### config.mk
export PLATFORM = sky130hd
export DESIGN_NAME = horner_string_hash_mod
export DESIGN_NICKNAME = d
export VERILOG_FILES = /design/src/hw/rtl/hshm_pkg.sv /design/src/hw/rtl/horner_string_hash_mod.sv
export VERILOG_INCLUDE_DIRS = /design/src /design/src/hw/rtl
export SDC_FILE = /design/constraint.sdc
export NUM_CORES = 1
export LEC_CHECK = 0
export BUFFER_PORTS_ARGS = -buffer_cell sky130_fd_sc_hd__buf_2
export CELL_PAD_IN_SITES_DETAIL_PLACEMENT = 1
export CELL_PAD_IN_SITES_GLOBAL_PLACEMENT = 1
export CORE_ASPECT_RATIO = 1.25
export CORE_MARGIN = 2
export CORE_UTILIZATION = 30
export DETAILED_ROUTE_END_ITERATION = 8
export GPL_TIMING_DRIVEN = 0
export PLACE_DENSITY = 0.67
export SETUP_SLACK_MARGIN = 0.2
export SLEW_MARGIN = 10
export SYNTH_ARGS = -nofsm -noshare
export SYNTH_HDL_FRONTEND = slang
export SYNTH_SLANG_ARGS = --single-unit
### constraint.sdc
create_clock -name clk -period 6.4 [get_ports clk]
set_input_delay 0.32 -clock clk [delete_from_list [all_inputs] [get_ports clk]]
set_output_delay 0.32 -clock clk [all_outputs]
set_load 0.005 [all_outputs]
### src/hw/rtl/horner_string_hash_mod_assert.svh
// Assertion macros shared by the hash block.
// Each macro samples on the rising edge of clk and is disabled while rst_n is low.
`ifndef HORNER_STRING_HASH_MOD_ASSERT_SVH
`define HORNER_STRING_HASH_MOD_ASSERT_SVH

// The consequent must hold in the same cycle as the antecedent.
`define HSHM_ASSERT_SAME(lbl, ante, cons, msg) \
    lbl: assert property (@(posedge clk) disable iff (!rst_n) (ante) |-> (cons)) \
        else $error(msg);

// The consequent must hold in the cycle after the antecedent.
`define HSHM_ASSERT_NEXT(lbl, ante, cons, msg) \
    lbl: assert property (@(posedge clk) disable iff (!rst_n) (ante) |=> (cons)) \
        else $error(msg);

`endif

### src/hw/rtl/hshm_pkg.sv
package hshm_pkg;

    // Horner radix and character classes.
    localparam int unsigned HORNER_RADIX = 64;
    localparam int unsigned LETTER_COUNT = 26;
    localparam int unsigned DOUBLE       = 2;
    localparam int unsigned CODE_W       = $clog2(HORNER_RADIX);

    // Field widths of the channels.
    localparam int unsigned CHAR_W    = 8;
    localparam int unsigned OUT_W     = 16;
    localparam int unsigned MOD_REG_W = 16;

    // Hash datapath default.
    localparam int unsigned HASH_WIDTH_DEFAULT = 16;

    // Register file.
    localparam int unsigned    ADDR_W        = 3;
    localparam int unsigned    DATA_W        = 32;
    localparam logic           REG_MODULUS   = 1'b0;
    localparam logic [MOD_REG_W-1:0] MODULUS_RESET = 16'd65521;

    // ASCII bounds of the alphanumeric classes.
    localparam logic [CHAR_W-1:0] CHAR_LOWER_A = 8'h61;
    localparam logic [CHAR_W-1:0] CHAR_LOWER_Z = 8'h7A;
    localparam logic [CHAR_W-1:0] CHAR_UPPER_A = 8'h41;
    localparam logic [CHAR_W-1:0] CHAR_UPPER_Z = 8'h5A;
    localparam logic [CHAR_W-1:0] CHAR_DIGIT_0 = 8'h30;
    localparam logic [CHAR_W-1:0] CHAR_DIGIT_9 = 8'h39;

    typedef struct packed {
        logic [CHAR_W-1:0] character;
        logic              last_char;
    } char_item_t;

    typedef struct packed {
        logic [OUT_W-1:0] hash_value;
        logic             bad_char;
    } hash_item_t;

    typedef struct packed {
        logic              bad;
        logic [CODE_W-1:0] code;
    } char_code_t;

    // Maps a character to its 6-bit code; anything outside the classes gives 0 and bad.
    function automatic char_code_t char_code(input logic [CHAR_W-1:0] ch);
        char_code_t        res;
        logic [CHAR_W-1:0] tmp;
        res = '0;
        tmp = '0;
        if (ch >= CHAR_LOWER_A && ch <= CHAR_LOWER_Z) begin
            tmp = ch - CHAR_LOWER_A;
        end else if (ch >= CHAR_UPPER_A && ch <= CHAR_UPPER_Z) begin
            tmp = ch - CHAR_UPPER_A + CHAR_W'(LETTER_COUNT);
        end else if (ch >= CHAR_DIGIT_0 && ch <= CHAR_DIGIT_9) begin
            tmp = ch - CHAR_DIGIT_0 + CHAR_W'(DOUBLE * LETTER_COUNT);
        end else begin
            res.bad = 1'b1;
        end
        res.code = tmp[CODE_W-1:0];
        return res;
    endfunction

endpackage

### src/hw/rtl/horner_string_hash_mod.sv
// Channel   Role     Payload       Handshake
// char      input    char_item_t   char_valid / char_stall
// hash      output   hash_item_t   hash_valid / hash_stall
// apb       config   modulus       psel / penable / pwrite, pready tied high
//
// A character whose stored remainder is below the modulus takes the
// transfer cycle and six steps of the shared shift, compare and subtract unit.
// When the remainder is not below the modulus (it was changed mid-string), the
// unit divides the whole remainder together with the character code.
// Reset clears the sequencer, the remainder, the error flag and the output valid,
// and sets the modulus to 65521. A stalled hash output holds back only the next
// last character, which waits with its result until the output register frees.

`include "horner_string_hash_mod_assert.svh"

module horner_string_hash_mod
    import hshm_pkg::*;
#(
    parameter int unsigned HASH_WIDTH = HASH_WIDTH_DEFAULT
)
(
    input  logic              clk,
    input  logic              rst_n,

    input  logic              char_valid,
    output logic              char_stall,
    input  char_item_t        char_data,

    output logic              hash_valid,
    input  logic              hash_stall,
    output hash_item_t        hash_data,

    input  logic              psel,
    input  logic              penable,
    input  logic              pwrite,
    input  logic [ADDR_W-1:0] paddr,
    input  logic [DATA_W-1:0] pwdata,
    output logic [DATA_W-1:0] prdata,
    output logic              pready
);

    // The modulus can use no more bits than the hash holds.
    localparam int unsigned MOD_W = (HASH_WIDTH < MOD_REG_W) ? HASH_WIDTH : MOD_REG_W;
    // Dividend bits: the remainder followed by the character code.
    localparam int unsigned SH_W  = HASH_WIDTH + CODE_W;
    localparam int unsigned CNT_W = $clog2(SH_W + 1);

    localparam logic [1:0] ST_IDLE = 2'd0;
    localparam logic [1:0] ST_RUN  = 2'd1;
    localparam logic [1:0] ST_WAIT = 2'd2;

    logic [1:0]            state_reg, state_next;
    logic [CNT_W-1:0]      cnt_reg, cnt_next;
    logic [SH_W-1:0]       sh_reg, sh_next;
    logic [MOD_W-1:0]      acc_reg, acc_next;
    logic [MOD_W-1:0]      m_reg, m_next;
    logic                  last_reg, last_next;
    logic [HASH_WIDTH-1:0] rem_reg, rem_next;
    logic                  bad_reg, bad_next;
    logic [MOD_REG_W-1:0]  modulus_reg;
    logic                  hash_valid_reg, hash_valid_next;
    hash_item_t            hash_data_reg, hash_data_next;

    logic                  char_accept;
    logic                  cfg_write;
    logic                  out_free;
    logic [MOD_W-1:0]      m_eff;
    char_code_t            cc;
    logic [MOD_W:0]        trial;
    logic [MOD_W:0]        diff;
    logic [MOD_W-1:0]      step_res;

    assign char_accept = char_valid && !char_stall;
    assign char_stall  = (state_reg != ST_IDLE);
    assign hash_valid  = hash_valid_reg;
    assign hash_data   = hash_data_reg;
    assign out_free    = !hash_valid_reg || !hash_stall;

    // ---------------------------------------------------------------------
    // Configuration port. Register 0 is the modulus; the word index is
    // paddr[2], and writes to any other index are dropped.
    // ---------------------------------------------------------------------
    assign pready    = 1'b1;
    assign cfg_write = psel && penable && pwrite && pready;

    always_ff @(posedge clk or negedge rst_n) begin
        if (!rst_n) begin
            modulus_reg <= MODULUS_RESET;
        end else if (cfg_write && paddr[2] == REG_MODULUS) begin
            modulus_reg <= pwdata[MOD_REG_W-1:0];
        end
    end

    always_comb begin
        prdata = '0;
        if (paddr[2] == REG_MODULUS) begin
            prdata = DATA_W'(modulus_reg);
        end
    end

    // The effective modulus is masked to the hash width, and a zero acts as one.
    always_comb begin
        m_eff = modulus_reg[MOD_W-1:0];
        if (m_eff == '0) begin
            m_eff = MOD_W'(1);
        end
    end

    assign cc = char_code(char_data.character);

    // ---------------------------------------------------------------------
    // Shared reduction unit. Each step shifts the next dividend bit into the
    // partial remainder and subtracts the modulus once if it fits. Because
    // the partial remainder stays below the modulus, one subtract suffices.
    // ---------------------------------------------------------------------
    assign trial    = {acc_reg, sh_reg[SH_W-1]};
    assign diff     = trial - {1'b0, m_reg};
    assign step_res = (trial >= {1'b0, m_reg}) ? diff[MOD_W-1:0] : trial[MOD_W-1:0];

    // ---------------------------------------------------------------------
    // Sequencer.
    // ---------------------------------------------------------------------
    always_comb begin
        state_next      = state_reg;
        cnt_next        = cnt_reg;
        sh_next         = sh_reg;
        acc_next        = acc_reg;
        m_next          = m_reg;
        last_next       = last_reg;
        rem_next        = rem_reg;
        bad_next        = bad_reg;
        hash_valid_next = hash_valid_reg;
        hash_data_next  = hash_data_reg;

        if (hash_valid_reg && !hash_stall) begin
            hash_valid_next = 1'b0;
        end

        unique case (state_reg)
            ST_IDLE: begin
                if (char_accept) begin
                    m_next     = m_eff;
                    last_next  = char_data.last_char;
                    bad_next   = bad_reg | cc.bad;
                    state_next = ST_RUN;
                    if (rem_reg < HASH_WIDTH'(m_eff)) begin
                        // Common case: only the six code bits need shifting in.
                        acc_next = rem_reg[MOD_W-1:0];
                        sh_next  = {cc.code, {HASH_WIDTH{1'b0}}};
                        cnt_next = CNT_W'(CODE_W);
                    end else begin
                        // The remainder is at or above the modulus: divide it all.
                        acc_next = '0;
                        sh_next  = {rem_reg, cc.code};
                        cnt_next = CNT_W'(SH_W);
                    end
                end
            end
            ST_RUN: begin
                acc_next = step_res;
                sh_next  = {sh_reg[SH_W-2:0], 1'b0};
                cnt_next = cnt_reg - CNT_W'(1);
                if (cnt_reg == CNT_W'(1)) begin
                    if (!last_reg) begin
                        rem_next   = HASH_WIDTH'(step_res);
                        state_next = ST_IDLE;
                    end else if (out_free) begin
                        hash_valid_next          = 1'b1;
                        hash_data_next.hash_value = OUT_W'(step_res);
                        hash_data_next.bad_char  = bad_reg;
                        rem_next                 = '0;
                        bad_next                 = 1'b0;
                        state_next               = ST_IDLE;
                    end else begin
                        state_next = ST_WAIT;
                    end
                end
            end
            ST_WAIT: begin
                // The finished hash sits in the accumulator until the output frees.
                if (out_free) begin
                    hash_valid_next          = 1'b1;
                    hash_data_next.hash_value = OUT_W'(acc_reg);
                    hash_data_next.bad_char  = bad_reg;
                    rem_next                 = '0;
                    bad_next                 = 1'b0;
                    state_next               = ST_IDLE;
                end
            end
            default: begin
                state_next = ST_IDLE;
            end
        endcase
    end

    always_ff @(posedge clk or negedge rst_n) begin
        if (!rst_n) begin
            state_reg      <= ST_IDLE;
            cnt_reg        <= '0;
            rem_reg        <= '0;
            bad_reg        <= 1'b0;
            hash_valid_reg <= 1'b0;
        end else begin
            state_reg      <= state_next;
            cnt_reg        <= cnt_next;
            rem_reg        <= rem_next;
            bad_reg        <= bad_next;
            hash_valid_reg <= hash_valid_next;
        end
    end

    always_ff @(posedge clk) begin
        sh_reg        <= sh_next;
        acc_reg       <= acc_next;
        m_reg         <= m_next;
        last_reg      <= last_next;
        hash_data_reg <= hash_data_next;
    end

    // ---------------------------------------------------------------------
    // Assertions.
    // ---------------------------------------------------------------------
    `HSHM_ASSERT_NEXT(a_accept_starts_run, char_accept, state_reg == ST_RUN,
        "accepted character did not start the reduction")
    `HSHM_ASSERT_SAME(a_run_count_live, state_reg == ST_RUN, cnt_reg != '0,
        "reduction running with an exhausted step count")
    `HSHM_ASSERT_SAME(a_partial_below_mod, state_reg == ST_RUN, acc_reg < m_reg,
        "partial remainder reached the modulus")
    `HSHM_ASSERT_SAME(a_wait_needs_full_out, state_reg == ST_WAIT, hash_valid_reg,
        "waiting for the output while the output register is empty")

endmodule

==> results.md, run 1 <==
- The run finished with clean final reports.
- Setup repair after global routing left no endpoint under its margin.
- Traced cell by cell, the critical path runs through ha_1 > nand4_1 > nor4_1 > nor4_2 > a21oi_2 > buf_6 > mux2i_1 > o22ai_1.
- The number of flip-flops under the largest register name is 22.
- The total DRC errors in the routed layout is 0.
- The initial detailed-routing violation count is 252.
- Summed over all layers, the global routing overflow is 0.
- In this run, post-CTS hold repair placed 0 buffers.
- TritonCTS built the clock tree.
- The pin count of the biggest net entering global routing is 42.
- Across all register-to-register paths, the minimum setup slack is around 3.0 ns.
- The number of antenna diodes in the final layout is 0.
- The netlist uses between 70 and 80 different library cells.
- The largest fanout of any net on the critical path is 10.
- The endpoint of the worst register-to-register path is acc_reg[10].
- For this design the top-level I/O count stands at roughly 100.
- The layout-stage area growth over the synthesis result is 19.56%.
- The normalized max-slew margin is 0.3499.
- Data on the critical path arrives at its endpoint at approximately 3.6 ns.
- The synthesized design contains 113 register bits.
- The type of element capturing the critical path is a flop.
- In the final layout, the share of cells above drive strength 1 is 0.2256.
- The clock reaches the later pin of the worst-skew pair after around 0.42 ns.
- The cell count after synthesis is around 670.
- The number of global-route vias before repair was 5762.
- In this run the cell area of the synthesized design comes to between 0.006 and 0.007 mm².
- In the finished design, the share of the clock period the worst path needs comes to 0.5318.
- The total power density per cell area is approximately 550 mW/mm².
- The worst slack at placement is 2.949 ns.
- The number of antenna violations at the first check in global routing is 0.
- The max-cap check violation count is 0.
- Data on the critical path is required at its endpoint by roughly 6.5 ns.
- The startpoint type of the worst setup path is a flop.
- The height of the die is around 170 µm.
- The proportion of register bits with asynchronous set or reset after synthesis is 0.3628.
- The number of vias per cell after detailed routing is ~5.1.
- The library cell occupying the most area in the post-synthesis netlist is sky130_fd_sc_hd__edfxtp_1.
- The synthesized design contains 72 enable-type register cells.
- The setup violation total in the final timing report is 0.
- The commonest cells after synthesis are sky130_fd_sc_hd__edfxtp_1 (72), sky130_fd_sc_hd__nand2_1 (63), sky130_fd_sc_hd__inv_1 (53), sky130_fd_sc_hd__ha_1 (45), sky130_fd_sc_hd__o21ai_0 (44).
- For the pin with the worst max-slew slack, the measured transition is about 1 ns.
- Dividing the detail-routed wire length by the instance count gives 18.66 µm.
- The setup path with the least slack is of type flop to flop.
- Each instance of the synthesized netlist takes up on average 10.31 µm².
- The maximum clock rate is 293.8 MHz.
- The post-route clock skew is 0.009844 ns.
- The post-synthesis sequential area ratio is 0.4613.
- The highest-delay cell along the critical path is sky130_fd_sc_hd__nor4_1.
- The worst-case setup margin in the final layout is 2.996 ns.
- The tightest min-delay check is of the input port to asynchronous set/reset pin type.
- After floorplanning, the core was sized to cover around 0.023 mm².
- The total of buffers placed on input and output ports is 66.
- In this run the core area contains 62 standard-cell rows.
- The most used flip-flop cell after synthesis is sky130_fd_sc_hd__edfxtp_1.
- After synthesis, the cell types taking the most area are sky130_fd_sc_hd__edfxtp_1 (31%), sky130_fd_sc_hd__dfrtp_1 (10%), sky130_fd_sc_hd__ha_1 (8.1%), sky130_fd_sc_hd__mux2_2 (5.0%), sky130_fd_sc_hd__dfstp_2 (4.9%).
- The final hold violation count came to 0.
- The initial core utilization is 0.3036.
- The placer's final routability congestion estimate is just under 0.9.
- The worst-case reg-to-reg path depth is 8.
- The detailed-route via count is 5531.
- The number of nets still failing antenna checks after routing is 0.
- The tree built by TritonCTS fans out to between 100 and 150 sinks.
- The area share of the largest cell type after synthesis is 0.3112.
- The HPWL after detailed placement is approximately 15000 µm.
- The cell at the root of the clock tree is sky130_fd_sc_hd__clkbuf_16.
- The routed design has around 20000 µm of wire.
- In this run the static leakage power is roughly 0.0036 µW.
- The floorplan step defined a die boundary enclosing 0.02440 mm².
- At the end of the flow the core is filled with cells to 0.3629.
- In the global route stage, overall resource usage came out at 0.1705.
- Counting the buffers created by CTS gives 17.
- For this run, the slowest stage of the critical path takes 0.58 ns.
- The kind of cell with the highest combined delay along the critical path is simple AND/OR/NAND/NOR gates.
- Counting I/O delays and the setup requirement, the final critical path takes 3.404 ns.
- The worst supply voltage drop on vdd is ~220 µV.
- The H-tree was split into 4 levels.
- For this run, the number of Yosys warnings is 0.
- The die span in x is 140.1 µm.
- The worst register-to-register path begins at acc_reg[10].
- In the post-synthesis netlist, the cell with the most instances is sky130_fd_sc_hd__edfxtp_1.
- The number of nets in the layout is 873.
- The number of max-slew violations in the final report is 0.
- The buffers plus inverters on the worst setup path is 1.
- The number of buffers inserted by post-CTS setup repair is 0.
- The number of gates resized after CTS was 0.
- The clock slew at the register clock pins of the worst setup and hold paths is 0.06 ns.
- The buffer depth of the longest clock path is 2.
- The first global-routing pass estimated between 30000 and 40000 µm of wire.
- Before antenna repair, the detailed router went through 4 iterations.
==> power by group <==
group,internal [µW],total (µW),switching (µW)
sequential,1190,1400,219
clock,543,923,380
combinational,918,2230,1310
==> area by class of cell <==
| class | instances | area, µm² |
|---|---|---|
| Clock inverter | 15 | 142.6 |
| Sequential cell | 113 | 3204 |
| Tap cell | 288 | 360.3 |
| Clock buffer | 17 | 425.4 |
| Timing Repair Buffer | 68 | 357.8 |
| Multi-Input combinational cell | 465 | 3327 |
| Inverter | 54 | 202.7 |
| Fill cell | 2599 | 14580 |
| Buffer | 57 | 285.3 |
==> logic make-up (layout without fill, tap and decap cells) <==
family / Yosys count / after routing / synth area share
simple gates: 177 / 177 / 0.1227
compound gates: 169 / 169 / 0.1731
flops: 113 / 113 / 0.4613
buf+inv: 111 / 211 / 0.07024
fa+ha+maj: 46 / 46 / 0.08393
mux: 44 / 44 / 0.07259
xor+xnor: 12 / 12 / 0.01513
other cells: 2 / 17 / 0.001081
==> stage by stage <==
step | TNS [ns] | hold WS [ns] | cell area, µm² | power (µW) | cells
2_1_floorplan | 0 | 0.02441 | 7003 | 2933 | 689
6_report | 0 | 0.05775 | 8305 | 4557 | 1077
3_3_place_gp | -8.290 | 0.4960 | 7694 | 3581 | 1043
3_5_place_dp | 0 | 0.5072 | 7737 | 3628 | 1045
4_1_cts | 0 | 0.06134 | 8305 | 4594 | 1077
5_1_grt | 0 | 0.05766 | 8305 | 4888 | 1077
==> cell usage in the layout, fill, tap and decap left out, types with 4 or more instances in the layout <==
cell / Yosys / layout
sky130_fd_sc_hd__o31ai_1: 4 / 4
sky130_fd_sc_hd__buf_4: 17 / 18
sky130_fd_sc_hd__conb_1: 2 / 17
sky130_fd_sc_hd__ha_1: 45 / 45
sky130_fd_sc_hd__clkbuf_16: 0 / 17
sky130_fd_sc_hd__clkbuf_1: 37 / 37
sky130_fd_sc_hd__nand4_1: 9 / 9
sky130_fd_sc_hd__buf_2: 0 / 66
sky130_fd_sc_hd__o21ai_0: 44 / 44
sky130_fd_sc_hd__a21o_1: 7 / 7
sky130_fd_sc_hd__nor4_1: 6 / 6
sky130_fd_sc_hd__inv_6: 0 / 9
sky130_fd_sc_hd__mux2_2: 31 / 31
sky130_fd_sc_hd__dfstp_2: 13 / 13
sky130_fd_sc_hd__mux2i_1: 8 / 8
sky130_fd_sc_hd__xnor2_1: 8 / 8
sky130_fd_sc_hd__xor2_1: 4 / 4
sky130_fd_sc_hd__inv_1: 53 / 53
sky130_fd_sc_hd__o21a_1: 7 / 7
sky130_fd_sc_hd__nor2_1: 37 / 37
sky130_fd_sc_hd__nand3_1: 14 / 14
sky130_fd_sc_hd__dfrtp_1: 28 / 28
sky130_fd_sc_hd__nand2b_1: 7 / 7
sky130_fd_sc_hd__mux2_4: 5 / 5
sky130_fd_sc_hd__edfxtp_1: 72 / 72
sky130_fd_sc_hd__a22o_1: 25 / 25
sky130_fd_sc_hd__a211o_1: 4 / 4
sky130_fd_sc_hd__nand2_1: 63 / 63
sky130_fd_sc_hd__nor3_1: 13 / 12
sky130_fd_sc_hd__o211ai_1: 4 / 4
sky130_fd_sc_hd__a21oi_1: 27 / 27
sky130_fd_sc_hd__o221ai_1: 6 / 6
sky130_fd_sc_hd__nor2b_1: 9 / 9
==> metal layers <==
layer,GRT usage,up-vias,wire length [µm],share of wire
met2,0.2976,98,10440,0.52
met5,0,-,0,0
li1,-,2636,-,-
met3,0.03196,21,622,0.031
met4,0.06397,0,390,0.019
met1,0.2091,2776,8645,0.43
==> worst max path at each step <==
stage                     cells past startpoint  slack (ns)         start       endpoint
after floorplan                               5        1.90  state_reg[1]     acc_reg[0]
after global placement                        6       -0.29  state_reg[1]     cnt_reg[0]
after detailed placement                      8        2.95   acc_reg[10]    acc_reg[10]
after CTS                                     8        2.92   acc_reg[10]    acc_reg[10]
after global routing                          9        2.80    acc_reg[9]  hash_data[11]
final                                         8        3.00   acc_reg[10]    acc_reg[10]
Power figures use the tool's default switching activity.
==> inputs of run 2 (changes only) <==
ABC_AREA = 1   (was unset)
PLACE_DENSITY = 0.69   (was 0.67)
clock period = 3.2 ns   (was 6.4 ns; I/O delays follow)
==> run 2 against run 1 <==
Effect of this change: count of clock-buffer cells in the layout is 1 higher; synthesized cell count is 26% higher; area after synthesis is 2.9% higher; routed wire length is 9.0% higher; clock power is 110% higher; worst hold slack worse by 0.047 ns; fmax is 27% higher; critical path type unchanged.
==> results.md, run 2 <==
- The number of nets in the layout is 1065 (+22%).
- The initial core utilization is 0.3034 (about the same).
- After synthesis, the most frequently instantiated cells are sky130_fd_sc_hd__nand2_1 (195), sky130_fd_sc_hd__inv_1 (83), sky130_fd_sc_hd__nor2_1 (82), sky130_fd_sc_hd__edfxtp_1 (72), sky130_fd_sc_hd__a21oi_1 (50).
- The iteration count of the initial detailed-routing pass is 4 (unchanged).
- The number of vias per cell after detailed routing came to 4.811 (-6.3%).
- The die span in x is 142.1 µm (+1.4%).
- The detailed-route via count is 6124 (+11%).
- The run finished with clean final reports.
- The average routed wire per standard cell is 17.21 µm (-7.8%).
- The post-route clock skew is 0.007230 ns (-0.002614 ns).
- The Yosys warning count is 0 (unchanged).
- The number of nets still failing antenna checks after routing came to 0 (unchanged).
- The number of enable-type register cells in the synthesized netlist came to 72 (unchanged).
- The total of buffers placed on input and output ports came to 66 (unchanged).
- The worst setup path is of the flop to flop kind.
- The initial detailed-routing violation count came to 306 (+21%).
- The area share of the largest cell type after synthesis came to 0.3024 (-0.008877).
- The critical path startpoint is state_reg[1].
- The number of global-route vias before repair is 6446 (+12%).
- The placer's final routability congestion estimate was 0.8336 (-5.4%).
- The normalized max-slew margin was 0.3328 (-0.01711).
- The total power density per cell area came to 1118 mW/mm² (+100%).
- The required arrival time at the worst endpoint is 3.34 ns (-3.20 ns).
- The remaining global-route overflow came to 0 (unchanged).
- The proportion of register bits with asynchronous set or reset after synthesis was 0.3628 (unchanged).
- The utilization after layout was 0.3694 (+0.006448).
- The pin count of the biggest net entering global routing is 47 (+12%).
- In this run the critical register-to-register path is launched from state_reg[1].
- CTS placed an instance of sky130_fd_sc_hd__clkbuf_16 at the clock tree root.
- After synthesis, the cell types taking the most area are sky130_fd_sc_hd__edfxtp_1 (30%), sky130_fd_sc_hd__nand2_1 (10%), sky130_fd_sc_hd__dfrtp_1 (9.8%), sky130_fd_sc_hd__ha_1 (7.9%), sky130_fd_sc_hd__dfstp_2 (4.8%).
- TritonCTS built the clock tree.
- Setup repair after global routing left no endpoint under its margin.
- The endpoint of the worst setup timing path is hash_data[16].
- The most common library cell in the layout ignoring fill and taps is sky130_fd_sc_hd__nand2_1.
- The share of the clock period used by the worst path after layout came to 0.8372 (+0.3054).
- The worst supply voltage drop on vdd is 511.6 µV (+130%).
- The number of buffers created by CTS came to 17 (unchanged).
- The dominant cell by count in the synthesized netlist is sky130_fd_sc_hd__nand2_1.
- The worst-case reg-to-reg path depth was 9 (+1).
- The number of inserted diodes was 0 (unchanged).
- The number of distinct library cell variants in the gate-level netlist after synthesis is 52 (-30%).
- The first-pass GRT wire length is 35040 µm (+8.7%).
- The half-perimeter wire length after placement was 16710 µm (+8.7%).
- The clock slew at the register clock pins of the worst setup and hold paths is 0.06 ns (about the same).
- The buffer depth of the longest clock path is 2 (unchanged).
- The path class of the tightest hold or removal check is input port to flop.
- The number of core rows came to 63 (+1.6%).
- The register-to-register path setup slack is 0.52 ns (-2.48 ns).
- The number of clock sinks is 113 (unchanged).
- The die area is 0.02509 mm² (+2.9%).
- The mean instance size in the synthesized netlist came to 8.412 µm² (-18%).
- The maximum clock rate came to 373.2 MHz (+27%).
- Leaving out fill and tap cells, the most frequent cells in the layout are sky130_fd_sc_hd__nand2_1 (195), sky130_fd_sc_hd__inv_1 (82), sky130_fd_sc_hd__nor2_1 (82).
- The total DRC errors in the routed layout was 0 (unchanged).
- The core region area came to 0.02357 mm² (+3.0%).
- The I/O pin count is 103 (unchanged).
- The share of cells above drive strength 1 came to 0.1927 (-0.03294).
- The cell count after synthesis was 850 (+26%).
- The library cell occupying the most area in the post-synthesis netlist is sky130_fd_sc_hd__edfxtp_1.
- The count of state elements after synthesis is 113 (unchanged).
- The setup violation total in the final timing report came to 0 (unchanged).
- The post-synthesis sequential area ratio was 0.4481 (-0.01316).
- The number of flip-flops under the largest register name is 22 (unchanged).
- Relative to the synthesized area, the layout overhead comes to 21.75%.
- The aggregate global-route resource usage is 0.1828 (+0.01230).
- The largest fanout of any net on the critical path was 17 (+7).
- The number of max-slew violations in the final report is 0 (unchanged).
- The number of levels the H-tree was split into is 4 (unchanged).
- The number of antenna violations at the first check in global routing came to 0 (unchanged).
- The height of the die is 176.6 µm (+1.4%).
- The type of element capturing the critical path is a flop.
- The number of fillers in the final layout is 2831 (+8.9%).
- STA classifies the critical path startpoint as a flop.
- The max-cap check violation count is 0 (unchanged).
- The transition time at the pin with the least slew margin is 1.001 ns (+0.02567 ns).
- The final wirelength is 21910 µm (+9.0%).
- The endpoint of the worst register-to-register path is hash_data[16].
- The combined area of all synthesized cells is 0.007151 mm² (+2.9%).
- The endpoint arrival time on the critical path was 2.82 ns (-0.73 ns).
- The final worst hold slack was 0.01049 ns (-0.04726 ns).
- The clock latency of the later-clocked register in the worst-skew pair is 0.43 ns (about the same).
- The most used flip-flop cell after synthesis is sky130_fd_sc_hd__edfxtp_1.
- The clock period minus worst slack is 2.679 ns (-0.7245 ns).
- The final hold violation count is 0 (unchanged).
- The static power due to leakage is 0.004071 µW (+14%).
run 2: layout make-up:
cell class	count	area, µm²	area share
Buffer	60	325.3	0.03737
Clock buffer	18	429.2	0.04930
Clock inverter	14	166.4	0.01911
Inverter	88	336.6	0.03866
Multi-Input combinational cell	604	3358	0.3857
Sequential cell	113	3204	0.3681
Tap cell	292	365.4	0.04197
Timing Repair Buffer	84	520.5	0.05979
run 2: what timing repair did:
item,4_1_cts,5_1_grt
endpoints found under the hold margin,44,0
gates resized for setup,1,2
hold buffers,17,0
pin swaps,1,0
buffers inserted,1,0
setup endpoints to repair,17,2
run 2: critical path, stage by stage (launching register included):
cell and delay [ns]:
sky130_fd_sc_hd__dfrtp_1 0.38, sky130_fd_sc_hd__inv_1 0.10, sky130_fd_sc_hd__ha_1 0.16, sky130_fd_sc_hd__clkbuf_2 0.19, sky130_fd_sc_hd__clkinv_1 0.26, sky130_fd_sc_hd__a21oi_1 0.38
sky130_fd_sc_hd__inv_1 0.16, sky130_fd_sc_hd__clkbuf_1 0.30, sky130_fd_sc_hd__nor3_4 0.27, sky130_fd_sc_hd__buf_12 0.18
run 2: metrics by stage:
step / TNS (ns) / total power, µW / setup WS [ns] / cells / instance area, µm²
finish: 0 / 9731 / 0.5208 / 1273 / 8706
global route: 0 / 10490 / 0.2946 / 1273 / 8706
CTS: 0 / 9771 / 0.2253 / 1273 / 8701
detailed placement: -3.170 / 7743 / -0.1885 / 1223 / 7909
global placement: -16.98 / 7603 / -0.4388 / 1223 / 7908
floorplan: 0 / 6168 / 0.4483 / 865 / 7212
run 2: power by group:
part	switching, µW	internal [µW]	total, µW
Sequential	464	2520	2980
Combinational	3180	1640	4820
Clock	716	1220	1930
Total	4360	5370	9730
run 2: cells by family after synthesis:
logic type / synth area share
AND/OR/NAND/NOR: 0.2283
adder cells (fa/ha/maj): 0.08154
buffers and inverters: 0.09169
XOR/XNOR: 0.02450
AO/OA/AOI/OAI: 0.1234
other: 0.001050
flip-flops: 0.4481
multiplexers: 0.001400
run 2: routing by layer:
layer	vias to the layer above	track usage	routed length, µm
li1	3028	-	-
met1	2996	0.2197	9378
met2	74	0.3307	11610
met3	26	0.03003	448
met4	0	0.06000	476
met5	-	0	0
run 2: worst min path at each step:
| stage | from | endpoint | depth (start not counted) | slack [ns] |
|---|---|---|---|---|
| final | pwdata[8] | modulus_reg[8] | 3 | 0.01 |
| after global routing | pwdata[8] | modulus_reg[8] | 3 | 0.04 |
| after CTS | pwdata[8] | modulus_reg[8] | 3 | 0.008 |
| after detailed placement | char_data[0] | last_reg | 1 | 0.35 |
| after global placement | char_data[0] | last_reg | 1 | 0.35 |
| after floorplan | rst_n | bad_reg | 0 | -0.14 |
